<file path="config.mk">
export PLATFORM = sky130hd
export DESIGN_NAME = dwcpid_dist
export DESIGN_NICKNAME = d
export VERILOG_FILES = /design/src/sv/dwcpid_pkg.sv /design/src/sv/dwcpid_dist.sv
export SDC_FILE = /design/constraint.sdc
export NUM_CORES = 2
export LEC_CHECK = 0
export ABC_AREA = 1
export BUFFER_PORTS_ARGS = -buffer_cell sky130_fd_sc_hd__buf_2
export CAP_MARGIN = 15
export CORE_MARGIN = 5
export CORE_UTILIZATION = 56
export DETAILED_ROUTE_END_ITERATION = 8
export PLACE_DENSITY = 0.82
export SKIP_CTS_REPAIR_TIMING = 1
export SLEW_MARGIN = 40
export SYNTH_ARGS = -nofsm -noshare
export SYNTH_HDL_FRONTEND = slang
export SYNTH_SLANG_ARGS = --single-unit
</file>
<file path="constraint.sdc">
create_clock -name clk -period 9.7 [get_ports clk]
set_input_delay 1.455 -clock clk [delete_from_list [all_inputs] [get_ports clk]]
set_output_delay 1.455 -clock clk [all_outputs]
set_load 0.05 [all_outputs]
</file>
<file path="src/sv/dwcpid_pkg.sv">
// shared types and constants for the two-wheel cruise speed controller
// no dependencies; imported by every module of the block

package dwcpid_pkg;

	localparam int POS_BITS_DEF = 32;
	localparam int CFG_IDX_W    = 3;

	localparam logic [CFG_IDX_W-1:0] REG_ENABLE       = 3'd0;
	localparam logic [CFG_IDX_W-1:0] REG_TARGET_SPEED = 3'd1;
	localparam logic [CFG_IDX_W-1:0] REG_TICK_MS      = 3'd2;
	localparam logic [CFG_IDX_W-1:0] REG_GAIN_P       = 3'd3;
	localparam logic [CFG_IDX_W-1:0] REG_GAIN_I       = 3'd4;
	localparam logic [CFG_IDX_W-1:0] REG_GAIN_D       = 3'd5;

	// distance per tick: |speed*tick| * 32 / 125, split as 125*a + b
	localparam logic [31:0] RECIP_125  = 32'd2199023256;
	localparam logic [6:0]  DIV_125    = 7'd125;
	localparam logic [12:0] RECIP_FRAC = 13'd4195;
	localparam logic [2:0]  DIST_LAT   = 3'd5;

	typedef struct packed {
		logic signed [15:0] p;
		logic signed [15:0] i;
		logic signed [15:0] d;
	} gains_t;

	typedef struct packed {
		logic adv;
		logic load;
		logic upd;
	} lane_ctl_t;

endpackage

</file>
<file path="src/sv/dwcpid_dist.sv">
// distance-per-tick pipeline: target speed times tick length * 256 / 1000
// depends on dwcpid_pkg; used by dual_wheel_cruise_pid_top

module dwcpid_dist (
	input  logic               clk,
	input  logic               arst_n,
	input  logic               cfg_wr,
	input  logic signed [15:0] target_speed,
	input  logic [15:0]        tick_ms,
	output logic signed [31:0] tick_dist,
	output logic               dist_ok
);
	import dwcpid_pkg::*;

	logic signed [16:0] tick_sx;
	logic signed [32:0] prod_s1;
	logic [32:0]        abs_v;
	logic               neg_s2, neg_s3, neg_s4;
	logic [30:0]        mag_s2, mag_s3;
	logic [62:0]        quo_full;
	logic [24:0]        quo_s3, quo_s4;
	logic [30:0]        quo_x125;
	logic [30:0]        rem_full;
	logic [6:0]         rem_s4;
	logic [24:0]        frac_full;
	logic [29:0]        qmag;
	logic signed [31:0] dist_mag;
	logic signed [31:0] dist_q;
	logic [2:0]         wait_q;

	assign tick_sx   = signed'({1'b0, tick_ms});
	assign abs_v     = prod_s1[32] ? unsigned'(-prod_s1) : unsigned'(prod_s1);
	assign quo_full  = 63'(mag_s2) * 63'(RECIP_125);
	assign quo_x125  = 31'(quo_s3) * 31'(DIV_125);
	assign rem_full  = mag_s3 - quo_x125;
	assign frac_full = 25'({rem_s4, 5'b00000}) * 25'(RECIP_FRAC);
	assign qmag      = {quo_s4, 5'b00000} + 30'(frac_full[23:19]);
	assign dist_mag  = signed'({2'b00, qmag});

	always_ff @(posedge clk) begin
		prod_s1 <= 33'(target_speed) * 33'(tick_sx);
		neg_s2  <= prod_s1[32];
		mag_s2  <= abs_v[30:0];
		neg_s3  <= neg_s2;
		mag_s3  <= mag_s2;
		quo_s3  <= quo_full[62:38];
		neg_s4  <= neg_s3;
		quo_s4  <= quo_s3;
		rem_s4  <= rem_full[6:0];
		dist_q  <= neg_s4 ? -dist_mag : dist_mag;
	end

	// hold off items until a new setting has run through the stages
	always_ff @(posedge clk or negedge arst_n) begin
		if (!arst_n) begin
			wait_q <= DIST_LAT;
		end else if (cfg_wr) begin
			wait_q <= DIST_LAT;
		end else if (wait_q != 3'd0) begin
			wait_q <= wait_q - 3'd1;
		end
	end

	assign tick_dist = dist_q;
	assign dist_ok   = (wait_q == 3'd0);

endmodule

</file>
After elaboration in Yosys (flattened, before gate mapping)
Index checks and enable logic that the tools add are counted.
Word-level totals
  register bits: 166
  latch bits: 0
  memory bits (writable): 0
  ROM bits: 0
  input bits: 35
  output and inout bits: 33
  word-level logic and storage cells: 28
  memories: 0
Operators by class
  add/subtract/negate cells: 5
  $mul: 4
  divide/modulo/power cells: 0
  $lt $le $gt $ge: 0
  equal/unequal tests: 0
  shifts and indexed selects: 0
  muxes and demuxes: 4
  bitwise logic cells: 0
  reductions and logical operators: 3
Operator list (count)
  $mul A31 B29 Y60 const B: 1
  $mul A16 B17 Y33: 1
  $neg A30 Y32: 1
  $mux W31: 1
  $neg A31 Y31: 1
  $add A30 B5 Y30: 1
  $mux W30: 1
  $mul A25 B7 Y7 const B: 1
  $mul A7 B13 Y19 const B: 1
  $sub A7 B7 Y7: 1
  $mux W3: 2
  $logic_not A3 Y1: 1
  $reduce_bool A3 Y1: 1
  $sub A3 B1 Y3 const B: 1
  $reduce_bool A2 Y1: 1

Longest topological paths before layout
  depth after elaboration: 4
  gate-level depth with buffers: 28
  mapped depth without buffers: 28

Least setup slack after synthesis
OpenSTA, ideal clock, no wires.
  path type: input-to-reg
  start point: input port tick_ms[7]
  end point: register prod_s1[25]
  library setup time: 0.072 ns
  data arrival time: 6.685 ns
  required time: 9.628 ns
  slack: 2.943 ns
  cell stages on the path: 24
  buffers on the path: 2
  cells stage by stage: clkbuf_1 clkbuf_1 nand2_1 fa_1 inv_1 fa_1 inv_1 fa_1 inv_1 fa_1 inv_1 fa_1 inv_1 fa_1 ha_1 nand2_1 o21ai_0 inv_1 o21bai_1 a21oi_1 o21bai_1 nand2_1 nand2_1 xor2_1
Between the ends
  word-level cells in the longest chain between the ends: 1
Ends and longest elaborated chain
  start, declared: line dwcpid_dist.sv:9  | input logic [15:0] tick_ms,
  $mul A16 B17 Y33: line dwcpid_dist.sv:41  | prod_s1 <= 33'(target_speed) * 33'(tick_sx);
  end signal, assigned: line dwcpid_dist.sv:41
  end, declared: line dwcpid_dist.sv:16  | logic signed [32:0] prod_s1;
Every way passes these cells.
A chain may end at the register's enable or synchronous reset.

Final worst setup path
  start point: register mag_s2[29]
  end point: register quo_s3[11]
Between the ends
  word-level cells in the longest chain between the ends: 1
Ends and longest elaborated chain
  start, declared: line dwcpid_dist.sv:19  | logic [30:0] mag_s2, mag_s3;
  start signal, assigned: line dwcpid_dist.sv:43  | mag_s2 <= abs_v[30:0];
  $mul A31 B29 Y60: line dwcpid_dist.sv:33  | assign quo_full = 63'(mag_s2) * 63'(RECIP_125);
  via quo_full[49]: line dwcpid_dist.sv:20  | logic [62:0] quo_full;
  end signal, assigned: line dwcpid_dist.sv:46  | quo_s3 <= quo_full[62:38];
  end, declared: line dwcpid_dist.sv:21  | logic [24:0] quo_s3, quo_s4;
The timed path passes the listed nets, and every way through them passes these cells.

==> run summary <==
Status: complete, no violations
Slew HR: 0.417
Period utilisation layout: 0.699
Vias/cell: 5.23
Share of layout cells above drive strength 1: 0.0372
Crit path DAT: 7.15 ns
Worst hold stages: 0
Antenna violations before repair: 0
Crit Path Category: flop to flop
Die Span Y: 245 um
IO buf count: 67
WP buf/inv: 4
Fin. Hold Viols: 0
Cell taking the most area after synthesis: fa_1
Cell area after synthesis: 0.0310 mm2
Ant diodes: 0
GR Overflow Total: 0
R2R depth: 20
Slew Viols, Final: 0
Maxcap violations: 0
Clock Latency Late Sink: 0.45 ns
Post-synth EDFFs: 0
Fin nets: 4855
Final setup viols: 0
Slew @ Worst Pin: 0.874 ns
Core box area: 0.0550 mm2
CTS tree: yes
Crit path max-delay cell type: dfxtp_1
Syn_area_per_cell: 8.29 um2
F_max: 147 MHz
Final HPWL DP: 63600 um
Syn_nets: 4827
CP Launch Type: flop
First-pass GRT wire length: 125000 um
CTS root buffer: clkbuf_16
CP max FO: 9
Max Root-Sink Buffers: 2
Required time worst endpoint: 10.06 ns
TritonCTS Sinks: 165
Antenna Violating Nets Remaining: 0
Cell Chain, Critical Path: inv_1 > ha_1 > inv_1 > fa_1 > ha_1 > inv_1 > fa_1 > inv_1 > fa_1 > fa_1 > fa_1 > ha_1 > ha_1 > nand2_1 > nor2_1 > nand2_1 > nor3_1 > a21oi_1 > o21ai_0 > xor2_1
Drt wl/cell: 16.5 um
DRT Pass-1 Iters: 7
Ports: 68
H-tree depth: 4
CP dominant cell by count: fa_1
Yosys warning total: 0
Row count: 86
Sequential element share of the synthesized area: 0.107
Crit path depth: 20
1st-iter DRT viols: 1343
Netlist cell types: 45
Most frequent cells in the layout: inv_1 (1108), nand2_1 (610), ha_1 (553)
HP Class: flop to flop
Minimum clock period: 6.78 ns
Vias: 23700
Top-area cell type share of the netlist area: 0.318
Fin Hold WS: 0.324 ns
Ys flop type: dfxtp_1
CP Capture Type: flop
Number of synthesized register bits: 165
Commonest non-fill, non-tap cell in the layout: inv_1
Die Span X: 245 um
DIE AREA: 0.0602 mm2
Delay-heaviest family, CP: adder cells
GR Util All Layers: 0.258
Synthesized instance count: 3746
Async SR Flop Fraction: 0.0182
Largest net degree at the start of global routing: 35
Largest cells by area after synthesis: fa_1 (32%), ha_1 (22%), inv_1 (13%)
Num CTS Buffers: 17
Clock-pin slew on the worst setup and hold paths: 0.08 ns
Initial core utilization: 0.565
Final WL: 74800 um
Setup Skew: 0.0136 ns
RSZ-0062 raised after global routing: no
Vias in the first global route: 25400
DRC: 0
Setup TNS Final: 0 ns
Worst path max stage delay: 0.73 ns
Flop2flop setup slack: 2.92 ns
RePlAce Congestion: 1.02
Fill cell count: 4679
Area Overhead vs Synth: 5.47%
-- cells in the mapped netlist, drive strengths merged, types with 13 or more instances --
cell type  number
ha            553
a31oi          19
xnor2          44
o21bai         17
nand4          27
fa            493
nor2          203
nand3          83
o21ai          82
dfxtp         162
or2            13
nand2         621
clkbuf         57
nor3           27
inv          1110
xor2           63
a21oi         113
-- sequential cells by signal, indices dropped and copies added, names as in the netlist --
| signal | count |
|---|---|
| mag_s2 | 31 |
| mag_s3 | 7 |
| neg_s2 | 1 |
| neg_s3 | 1 |
| neg_s4 | 1 |
| prod_s1 | 32 |
| quo_s3 | 25 |
| quo_s4 | 25 |
| rem_s4 | 7 |
| tick_dist | 32 |
| wait_q | 3 |
-- final timing paths --
path	startpoint	end
max	mag_s2[29]$_DFF_P_	quo_s3[11]$_DFF_P_
min	quo_s3[14]$_DFF_P_	quo_s4[14]$_DFF_P_
max reg2reg	mag_s2[29]$_DFF_P_	quo_s3[11]$_DFF_P_
min reg2reg	quo_s3[14]$_DFF_P_	quo_s4[14]$_DFF_P_
max in group asynchronous	arst_n	wait_q[2]$_DFFE_PN1P_
min in group asynchronous	arst_n	wait_q[1]$_DFFE_PN0P_
-- routing by layer --
layer | part of all wire | global-route usage
met3 | 0.064 | 0.0377
met5 | 0 | 0
met4 | 0.045 | 0.101
met1 | 0.40 | 0.320
met2 | 0.49 | 0.455
-- kinds of logic after synthesis --
family / share of synthesized area
XOR/XNOR: 0.0302
adder cells (fa/ha/maj): 0.541
buffers and inverters: 0.142
AND/OR/NAND/NOR: 0.132
flip-flops: 0.107
AO/OA/AOI/OAI: 0.0478
-- final cells by class --
class	count	area, um2	area share
Clock buffer	17	425	0.0130
Timing Repair Buffer	69	350	0.0107
Clock inverter	15	218	0.00665
Multi-Input combinational cell	2411	23300	0.712
Tap cell	748	936	0.0286
Inverter	1110	4170	0.127
Sequential cell	165	3320	0.101
-- per-stage QoR --
step / area [um2] / worst slack, ns / cells / util
final: 32700 / 2.92 / 4535 / 0.595
after global routing: 32700 / 2.66 / 4535 / 0.595
after CTS: 32700 / 3.05 / 4535 / 0.595
after detailed placement: 32100 / 2.64 / 4503 / 0.584
after global placement: 32100 / 2.69 / 4503 / 0.584
after floorplan: 31000 / 2.94 / 3746 / -
Power is not shown: default switching activity piles up to over one toggle a cycle in this logic, so the estimate is an artifact.
