--- config.mk ---
export PLATFORM = sky130hd
export DESIGN_NAME = dwcpid_merge
export DESIGN_NICKNAME = d
export VERILOG_FILES = /design/src/sv/dwcpid_pkg.sv /design/src/sv/dwcpid_merge.sv
export SDC_FILE = /design/constraint.sdc
export NUM_CORES = 1
export LEC_CHECK = 0
export ABC_AREA = 1
export BUFFER_PORTS_ARGS = -buffer_cell sky130_fd_sc_hd__buf_4
export CORE_MARGIN = 5
export CORE_UTILIZATION = 43
export CTS_CLUSTER_SIZE = 20
export DETAILED_ROUTE_END_ITERATION = 16
export GPL_ROUTABILITY_DRIVEN = 0
export PLACE_DENSITY = 0.82
export SYNTH_ARGS = -nofsm -noshare
export SYNTH_HDL_FRONTEND = slang
export SYNTH_SLANG_ARGS = --single-unit
--- constraint.sdc ---
create_clock -name clk -period 7.2 [get_ports clk]
set_clock_uncertainty 0.1 [all_clocks]
set_input_delay 2.16 -clock clk [delete_from_list [all_inputs] [get_ports clk]]
set_output_delay 2.16 -clock clk [all_outputs]
set_load 0.005 [all_outputs]
--- src/sv/dwcpid_pkg.sv ---
// shared types and constants for the two-wheel cruise speed controller
// no dependencies; imported by every module of the block

package dwcpid_pkg;

	localparam int POS_BITS_DEF = 32;
	localparam int CFG_IDX_W    = 3;

	localparam logic [CFG_IDX_W-1:0] REG_ENABLE       = 3'd0;
	localparam logic [CFG_IDX_W-1:0] REG_TARGET_SPEED = 3'd1;
	localparam logic [CFG_IDX_W-1:0] REG_TICK_MS      = 3'd2;
	localparam logic [CFG_IDX_W-1:0] REG_GAIN_P       = 3'd3;
	localparam logic [CFG_IDX_W-1:0] REG_GAIN_I       = 3'd4;
	localparam logic [CFG_IDX_W-1:0] REG_GAIN_D       = 3'd5;

	// distance per tick: |speed*tick| * 32 / 125, split as 125*a + b
	localparam logic [31:0] RECIP_125  = 32'd2199023256;
	localparam logic [6:0]  DIV_125    = 7'd125;
	localparam logic [12:0] RECIP_FRAC = 13'd4195;
	localparam logic [2:0]  DIST_LAT   = 3'd5;

	typedef struct packed {
		logic signed [15:0] p;
		logic signed [15:0] i;
		logic signed [15:0] d;
	} gains_t;

	typedef struct packed {
		logic adv;
		logic load;
		logic upd;
	} lane_ctl_t;

endpackage

--- src/sv/dwcpid_merge.sv ---
// merge stage: joins both lane throttles into one output item register
// depends on dwcpid_pkg; used by dual_wheel_cruise_pid_top

module dwcpid_merge (
	input  logic               clk,
	input  logic               arst_n,
	input  logic               v_last,
	input  logic signed [31:0] left_throttle,
	input  logic signed [31:0] right_throttle,
	output logic               adv,
	output logic               m_tvalid,
	input  logic               m_tready,
	output logic [63:0]        m_tdata  // left_throttle, right_throttle
);
	import dwcpid_pkg::*;

	logic        out_valid_q;
	logic [63:0] out_data_q;

	assign adv      = !v_last || !out_valid_q || m_tready;
	assign m_tvalid = out_valid_q;
	assign m_tdata  = out_data_q;

	always_ff @(posedge clk) begin
		if (v_last && adv) begin
			out_data_q <= {right_throttle, left_throttle};
		end
	end

	always_ff @(posedge clk or negedge arst_n) begin
		if (!arst_n) begin
			out_valid_q <= 1'b0;
		end else if (v_last && adv) begin
			out_valid_q <= 1'b1;
		end else if (m_tready) begin
			out_valid_q <= 1'b0;
		end
	end

endmodule

# Word-level counts from Yosys, hierarchy flattened
# Index checks and enable logic that the tools add are counted.
[classes]
mux = 2
n_reduce_logical = 6
[ops]
columns = ["cell", "n"]
rows = [
  ["$logic_not 1->1", 2],
  ["$logic_or 1x1->1", 2],
  ["$mux 1", 2],
  ["$reduce_bool 2->1", 1],
  ["$logic_and 1x1->1", 1],
]
[totals]
ff_bits = 65
in_bits = 68
elab_cells = 10

# Longest topological paths before layout
# Gate-level depths: netlist of the first run.
[depth]
word_depth = 5
depth_mapped = 3
depth_no_buf = 3

# Worst setup path after synthesis of the first run
# Ideal clock, no wire load.
[synth_timing]
path_type = "input to register"
start = "in m_tready"
end = "reg out_data_q[0], in the netlist m_tdata[0], enable pin"
setup_time_ns = 0.444
arrival_ns = 4.074
required_time_ns = 6.656
path_slack_ns = 2.582
stages = 2
n_path_buf = 0
path_cell_list = "inv_1 > a21oi_2"
[synth_via]
elab_chain_cells = 2
[synth_rtl]
columns = ["item", "line_no", "rtl"]
rows = [
  ["start, declared", "dwcpid_merge.sv:12", "input logic m_tready,"],
  ["$logic_or 1x1->1", "dwcpid_merge.sv:20", "assign adv = !v_last || !out_valid_q || m_tready;"],
  ["$logic_and 1x1->1", "dwcpid_merge.sv:25", "if (v_last && adv) begin"],
  ["end signal, assigned", "dwcpid_merge.sv:26", "out_data_q <= {right_throttle, left_throttle};"],
  ["end, declared", "dwcpid_merge.sv:18", "logic [63:0] out_data_q;"],
]
# Every way passes these cells.
# A chain may end at the register's enable or synchronous reset.

# Worst setup path after layout of the first run
[layout_timing]
start = "in m_tready"
end = "out adv"
[layout_via]
elab_chain_cells = 1
[layout_rtl]
columns = ["item", "line_no", "rtl"]
rows = [
  ["$logic_or 1x1->1", "dwcpid_merge.sv:20", ""],
  ["end, declared", "dwcpid_merge.sv:10", "output logic adv,"],
]
# Every way passes these cells.

==> results of run 1 <==
[cell type report]
class / count / area [um^2] / share of cell area [%]
Inverter: 2 / 7.507 / 0.2328
Tap cell: 52 / 65.06 / 2.018
Multi-Input combinational cell: 4 / 28.78 / 0.8925
Timing Repair Buffer: 134 / 1006 / 31.20
Clock buffer: 16 / 170.2 / 5.277
Sequential cell: 65 / 1947 / 60.38
[power breakdown]
group          switching, W   total, W  internal [W]  leakage [nW]
Sequential       0.00000595   0.000447      0.000441         0.620
Combinational     0.0000262  0.0000720     0.0000458         0.664
Clock              0.000118   0.000263      0.000145        0.0850
Total              0.000151   0.000783      0.000632          1.37
[metal layers]
layer / part of all wire [%] / global-route usage [%] / vias to the layer above
li1: - / - / 571
met1: 31 / 15.20 / 576
met2: 53 / 28.96 / 79
met3: 16 / 11.69 / 2
met4: 0.38 / 7.732 / 0
met5: 0 / 0 / -
[cell usage after synthesis]
cell type	n
a21oi_2	1
nand2_1	2
dfrtp_1	1
nand3_1	1
edfxtp_1	64
inv_1	2
[critical path, delay by kind of cell]
kind          cells  cell delay [ns]
buf+inv           3             0.36
simple gates      1             0.09
[cell families (layout without fill, tap and decap cells)]
group	count (synthesis)	count (layout)	share of synthesized area (%)
compound gates	1	1	0.4434
buf+inv	2	152	0.3801
simple gates	3	3	0.6332
flops	65	65	98.54
[metrics by stage]
stage,util [%],hold slack (ns)
4_1_cts,73.04,0.5603
3_5_place_dp,69.19,0.5018
2_1_floorplan,-,0.4259
3_3_place_gp,69.19,0.4793
6_report,73.04,0.5503
5_1_grt,73.04,0.5773
[sequential cells by signal, summed over array words and instances (netlist names)]
signal,flops
m_tvalid,1
m_tdata,64
[worst max path at each step]
| stage | from | end | slack, ns | depth (start not counted) |
|---|---|---|---|---|
| 2_1_floorplan | m_tready | m_tdata[0] | 2.58 | 2 |
| 3_3_place_gp | m_tready | adv | 2.35 | 4 |
| 3_5_place_dp | m_tready | adv | 2.34 | 4 |
| 4_1_cts | m_tready | adv | 2.33 | 4 |
| 5_1_grt | m_tready | adv | 2.29 | 4 |
| 6_report | m_tready | adv | 2.33 | 4 |
==> flow_metrics.py, run 1 <==
metrics = {
    "detailed_routing": {
        "drc_errors": 0,
        "routedWlPerCell_um": 18.51,
        "via_per_inst": 4.498,
        "vias": 1228,
        "drt_wl_total_um": 5053,
        "firstDrtPassIters": 4,
        "antenna_left": 0,
        "drt_iter0_drc": 89,
    },
    "synth": {
        "postSynthAreaPerCell_um2": 27.83,
        "syn_area_mm2": 0.001976,
        "synth.area.top_cells": "edfxtp_1, dfrtp_1, a21oi_2",
        "synth_seq_cells": 65,
        "synth_warnings": 0,
        "ys_types": 6,
        "synth_nets": 139,
        "yosys.area.top_type": "edfxtp_1",
        "syn-instance-count": 71,
        "ys_seq_area_share_pct": 98.54,
        "synth_top_area_share_pct": 97.28,
    },
    "power_and_ir_drop": {
        "p_per_area_mw_per_mm2": 242.7,
        "p_leak_nw": 1.369,
        "p_total_w": 0.0007827,
        "vdd_drop_max_mv": 0.1824,
    },
    "sta": {
        "setup-violations-final": 0,
        "period_share_pct": 67.59,
        "slew_headroom_pct": 47.41,
        "worst_slack_ns": 2.334,
        "max_freq_mhz": 205.5,
        "worst_pin_slew_ns": 0.7889,
        "fin_crit_ns": 4.866,
        "tns_ns": 0,
        "slew_viol_final": 0,
        "hold_viol_final": 0,
        "rsz0062_at_grt": "false",
    },
    "clock_network": {
        "cts_sinks": 65,
        "clkLatencyLatePin_ns": 0.31,
        "cts_buffer_depth": 2,
        "cts_buffers": 9,
        "cts_max_level": 3,
        "cts_setup_buffers": 0,
        "clockRootBuffer": "clkbuf_8",
        "clk_pin_slew_ns": 0.06,
        "cts_tree": "built",
        "hold_buffers": 0,
        "post_cts_resize_count": 0,
    },
    "status": {
        "status": "complete, no violations",
    },
    "final_layout": {
        "nFillCells": 282,
        "final_common_cell": "buf_4",
        "nets": 284,
        "layout-drive-gt1-share_pct": 66.06,
        "n_antenna_cell": 0,
        "final_cell_area_mm2": 0.003224,
        "layout_common_cells": "buf_4, edfxtp_1, clkbuf_8",
        "final_cells": 273,
        "syn2layout_area_growth_pct": 63.20,
    },
    "setup_path": {
        "regToRegEndpoint": "m_tdata[53]",
        "r2r.worst_path.cells": 2,
        "crit_path_start_kind": "input pin",
        "critical_path.max_fanout": 3,
        "cpMostUsedCell": "buf_4",
        "crit_chain": "buf_4 -> inv_1 -> nand3_1 -> buf_4",
        "cp.arrival_ns": 2.61,
        "cp_slowest_stage_delay_ns": 0.14,
        "r2r-start": "m_tvalid",
        "crit_path_end_kind": "output pin",
        "r2r_slack_ns": 5.46,
        "path_class": "in -> out",
        "cp_slowest_cell": "buf_4",
        "cp.required_ns": 4.94,
    },
    "die": {
        "fp.dieArea_mm2": 0.006050,
        "die_h_um": 77.78,
        "fp.dieW_um": 77.78,
        "coreArea_mm2": 0.004414,
        "rows": 24,
        "start_util_pct": 44.76,
        "io_pins": 134,
    },
    "flow_run": {
        "cap_viol_max_count": 0,
    },
    "global_route": {
        "grt_pass1_wl_um": 7541,
        "grt_max_degree": 65,
        "overflow": 0,
        "grt_pass1_vias": 1418,
        "grt_use_total_pct": 17.00,
        "antenna_found_initial": 0,
    },
    "place": {
        "port_buffers": 133,
        "post-place-ws_ns": 2.336,
        "place_area_mm2": 0.003054,
        "hpwl_um": 3835,
        "place_inst": 257,
    },
    "worst_hold_path": {
        "min-delay-start": "m_tvalid",
        "min_to": "m_tvalid",
        "hold_depth": 2,
        "hp-class": "reg -> reg",
    },
}
Power figures use the tool's default switching activity.
==> run 2, diff against run 1 <==
CORE_UTILIZATION = 36   (was 43)
PLACE_DENSITY = 0.74   (was 0.82)
clock period = 4 ns   (was 7.2 ns; I/O delays follow)
==> run 2 against run 1 <==
Compared with the run above:
- sequential power rose by 80%
- sequential share of layout area fell by 0.58 points
- cell count up 7.3%
- count of clock-buffer cells in the layout shrank 6
- cell area up 0.97%
- combinational power increased by 78%
==> flow_metrics.py, run 2 (synthesized netlist as in run 1, its figures left out) <==
metrics = {
    "die": {
        "start_util_pct": 36.55,
        "coreArea_mm2": 0.005405,
        "die_h_um": 84.08,
        "io_pins": 134,
        "rows": 27,
        "fp.dieArea_mm2": 0.007069,
        "fp.dieW_um": 84.08,
    },
    "worst_hold_path": {
        "hp-class": "reg -> reg",
        "hold_depth": 2,
        "min-delay-start": "m_tvalid",
        "min_to": "m_tvalid",
    },
    "detailed_routing": {
        "via_per_inst": 4.287,
        "firstDrtPassIters": 4,
        "drt_iter0_drc": 56,
        "vias": 1256,
        "drt_wl_total_um": 4731,
        "routedWlPerCell_um": 16.15,
        "drc_errors": 0,
        "antenna_left": 0,
    },
    "global_route": {
        "overflow": 0,
        "antenna_found_initial": 0,
        "grt_pass1_vias": 1390,
        "grt_pass1_wl_um": 7072,
        "grt_max_degree": 65,
        "grt_use_total_pct": 13.89,
    },
    "sta": {
        "slew_headroom_pct": 47.72,
        "worst_pin_slew_ns": 0.7842,
        "tns_ns": 0,
        "hold_viol_final": 0,
        "worst_slack_ns": 1.055,
        "slew_viol_final": 0,
        "period_share_pct": 73.62,
        "whs_ns": 0.5102,
        "fin_crit_ns": 2.945,
        "max_freq_mhz": 339.6,
        "setup-violations-final": 0,
        "rsz0062_at_grt": "false",
    },
    "clock_network": {
        "post_cts_resize_count": 0,
        "cts_sinks": 65,
        "clkLatencyLatePin_ns": 0.33,
        "hold_buffers": 0,
        "cts_max_level": 3,
        "clockRootBuffer": "clkbuf_8",
        "cts_setup_buffers": 0,
        "clk_pin_slew_ns": 0.07,
        "cts_buffers": 9,
        "cts_tree": "built",
        "cts_buffer_depth": 2,
    },
    "final_layout": {
        "final_common_cell": "buf_4",
        "n_antenna_cell": 0,
        "layout-drive-gt1-share_pct": 65.61,
        "nets": 284,
        "final_cell_area_mm2": 0.003256,
        "register_area_mm2": 0.001947,
        "nFillCells": 415,
        "largest_reg_flops": 64,
        "syn2layout_area_growth_pct": 64.79,
        "multi_input_area_um2": 28.78,
        "layout_common_cells": "buf_4, edfxtp_1, clkbuf_8",
    },
    "power_and_ir_drop": {
        "p_leak_nw": 1.372,
        "vdd_drop_max_mv": 0.2830,
        "p_per_area_mw_per_mm2": 440.8,
    },
    "setup_path": {
        "regToRegEndpoint": "m_tdata[10]",
        "crit_path_end_kind": "output pin",
        "critical_path.max_fanout": 3,
        "crit_path_start_kind": "input pin",
        "cp.required_ns": 2.70,
        "r2r.worst_path.cells": 2,
        "r2r-start": "m_tvalid",
        "path_class": "in -> out",
        "r2r_slack_ns": 2.26,
        "cp.arrival_ns": 1.64,
    },
    "place": {
        "post-place-ws_ns": 1.051,
        "port_buffers": 133,
        "hpwl_um": 3529,
        "place_area_mm2": 0.003079,
    },
    "flow_run": {
        "cap_viol_max_count": 0,
    },
    "status": {
        "status": "complete, no violations",
    },
}
[run 2: cell types whose count changed in the layout (fill, tap and decap cells not counted)]
cell / delta
clkinv_1: +5
clkbuf_8: -2
bufinv_16: +1
clkbuf_1: -4
[run 2: layout make-up]
cell class | instances | area share (%)
inverters | 2 | 0.2306
clock inverters | 6 | 1.499
flip-flops and latches | 65 | 59.80
multi-input cells | 4 | 0.8839
repair buffers | 134 | 30.90
clock buffers | 10 | 3.920
well taps | 72 | 2.767
[run 2: report_power, final]
part	total, W	switching, W	internal (W)	leakage (nW)
Sequential	0.000805	0.0000106	0.000794	0.620
Clock	0.000502	0.000224	0.000277	0.0879
Combinational	0.000128	0.0000460	0.0000824	0.664
Total	0.00144	0.000281	0.00115	1.37
[run 2: layer usage]
layer,track usage (%),share of wire (%),vias up
li1,-,-,571
met1,12.70,32,573
met2,20.37,48,98
met3,10.66,17,14
met4,10.82,3.5,0
met5,0,0,-
[run 2: critical path, cell delays in order]
cell     delay (ns)
buf_4          0.10
inv_1          0.11
nand3_1        0.09
buf_4          0.14
[run 2: worst max path at each step]
| stage | start | to | slack, ns | cells past startpoint |
|---|---|---|---|---|
| 5_1_grt | m_tready | adv | 1.03 | 4 |
| 3_5_place_dp | m_tready | adv | 1.05 | 4 |
| 6_report | m_tready | adv | 1.06 | 4 |
| 4_1_cts | m_tready | adv | 1.05 | 4 |
| 3_3_place_gp | m_tready | adv | 1.06 | 4 |
| 2_1_floorplan | m_tready | m_tdata[0] | 0.34 | 2 |
[run 2: metrics by stage]
| stage | utilization, % | instances | total power (W) |
|---|---|---|---|
| final | 60.23 | 293 | 0.001435 |
| after global routing | 60.23 | 293 | 0.001500 |
| after detailed placement | 56.97 | 277 | 0.0009510 |
| after floorplan | - | 71 | 0.0008391 |
| after global placement | 56.97 | 277 | 0.0009459 |
| after CTS | 60.23 | 293 | 0.001457 |
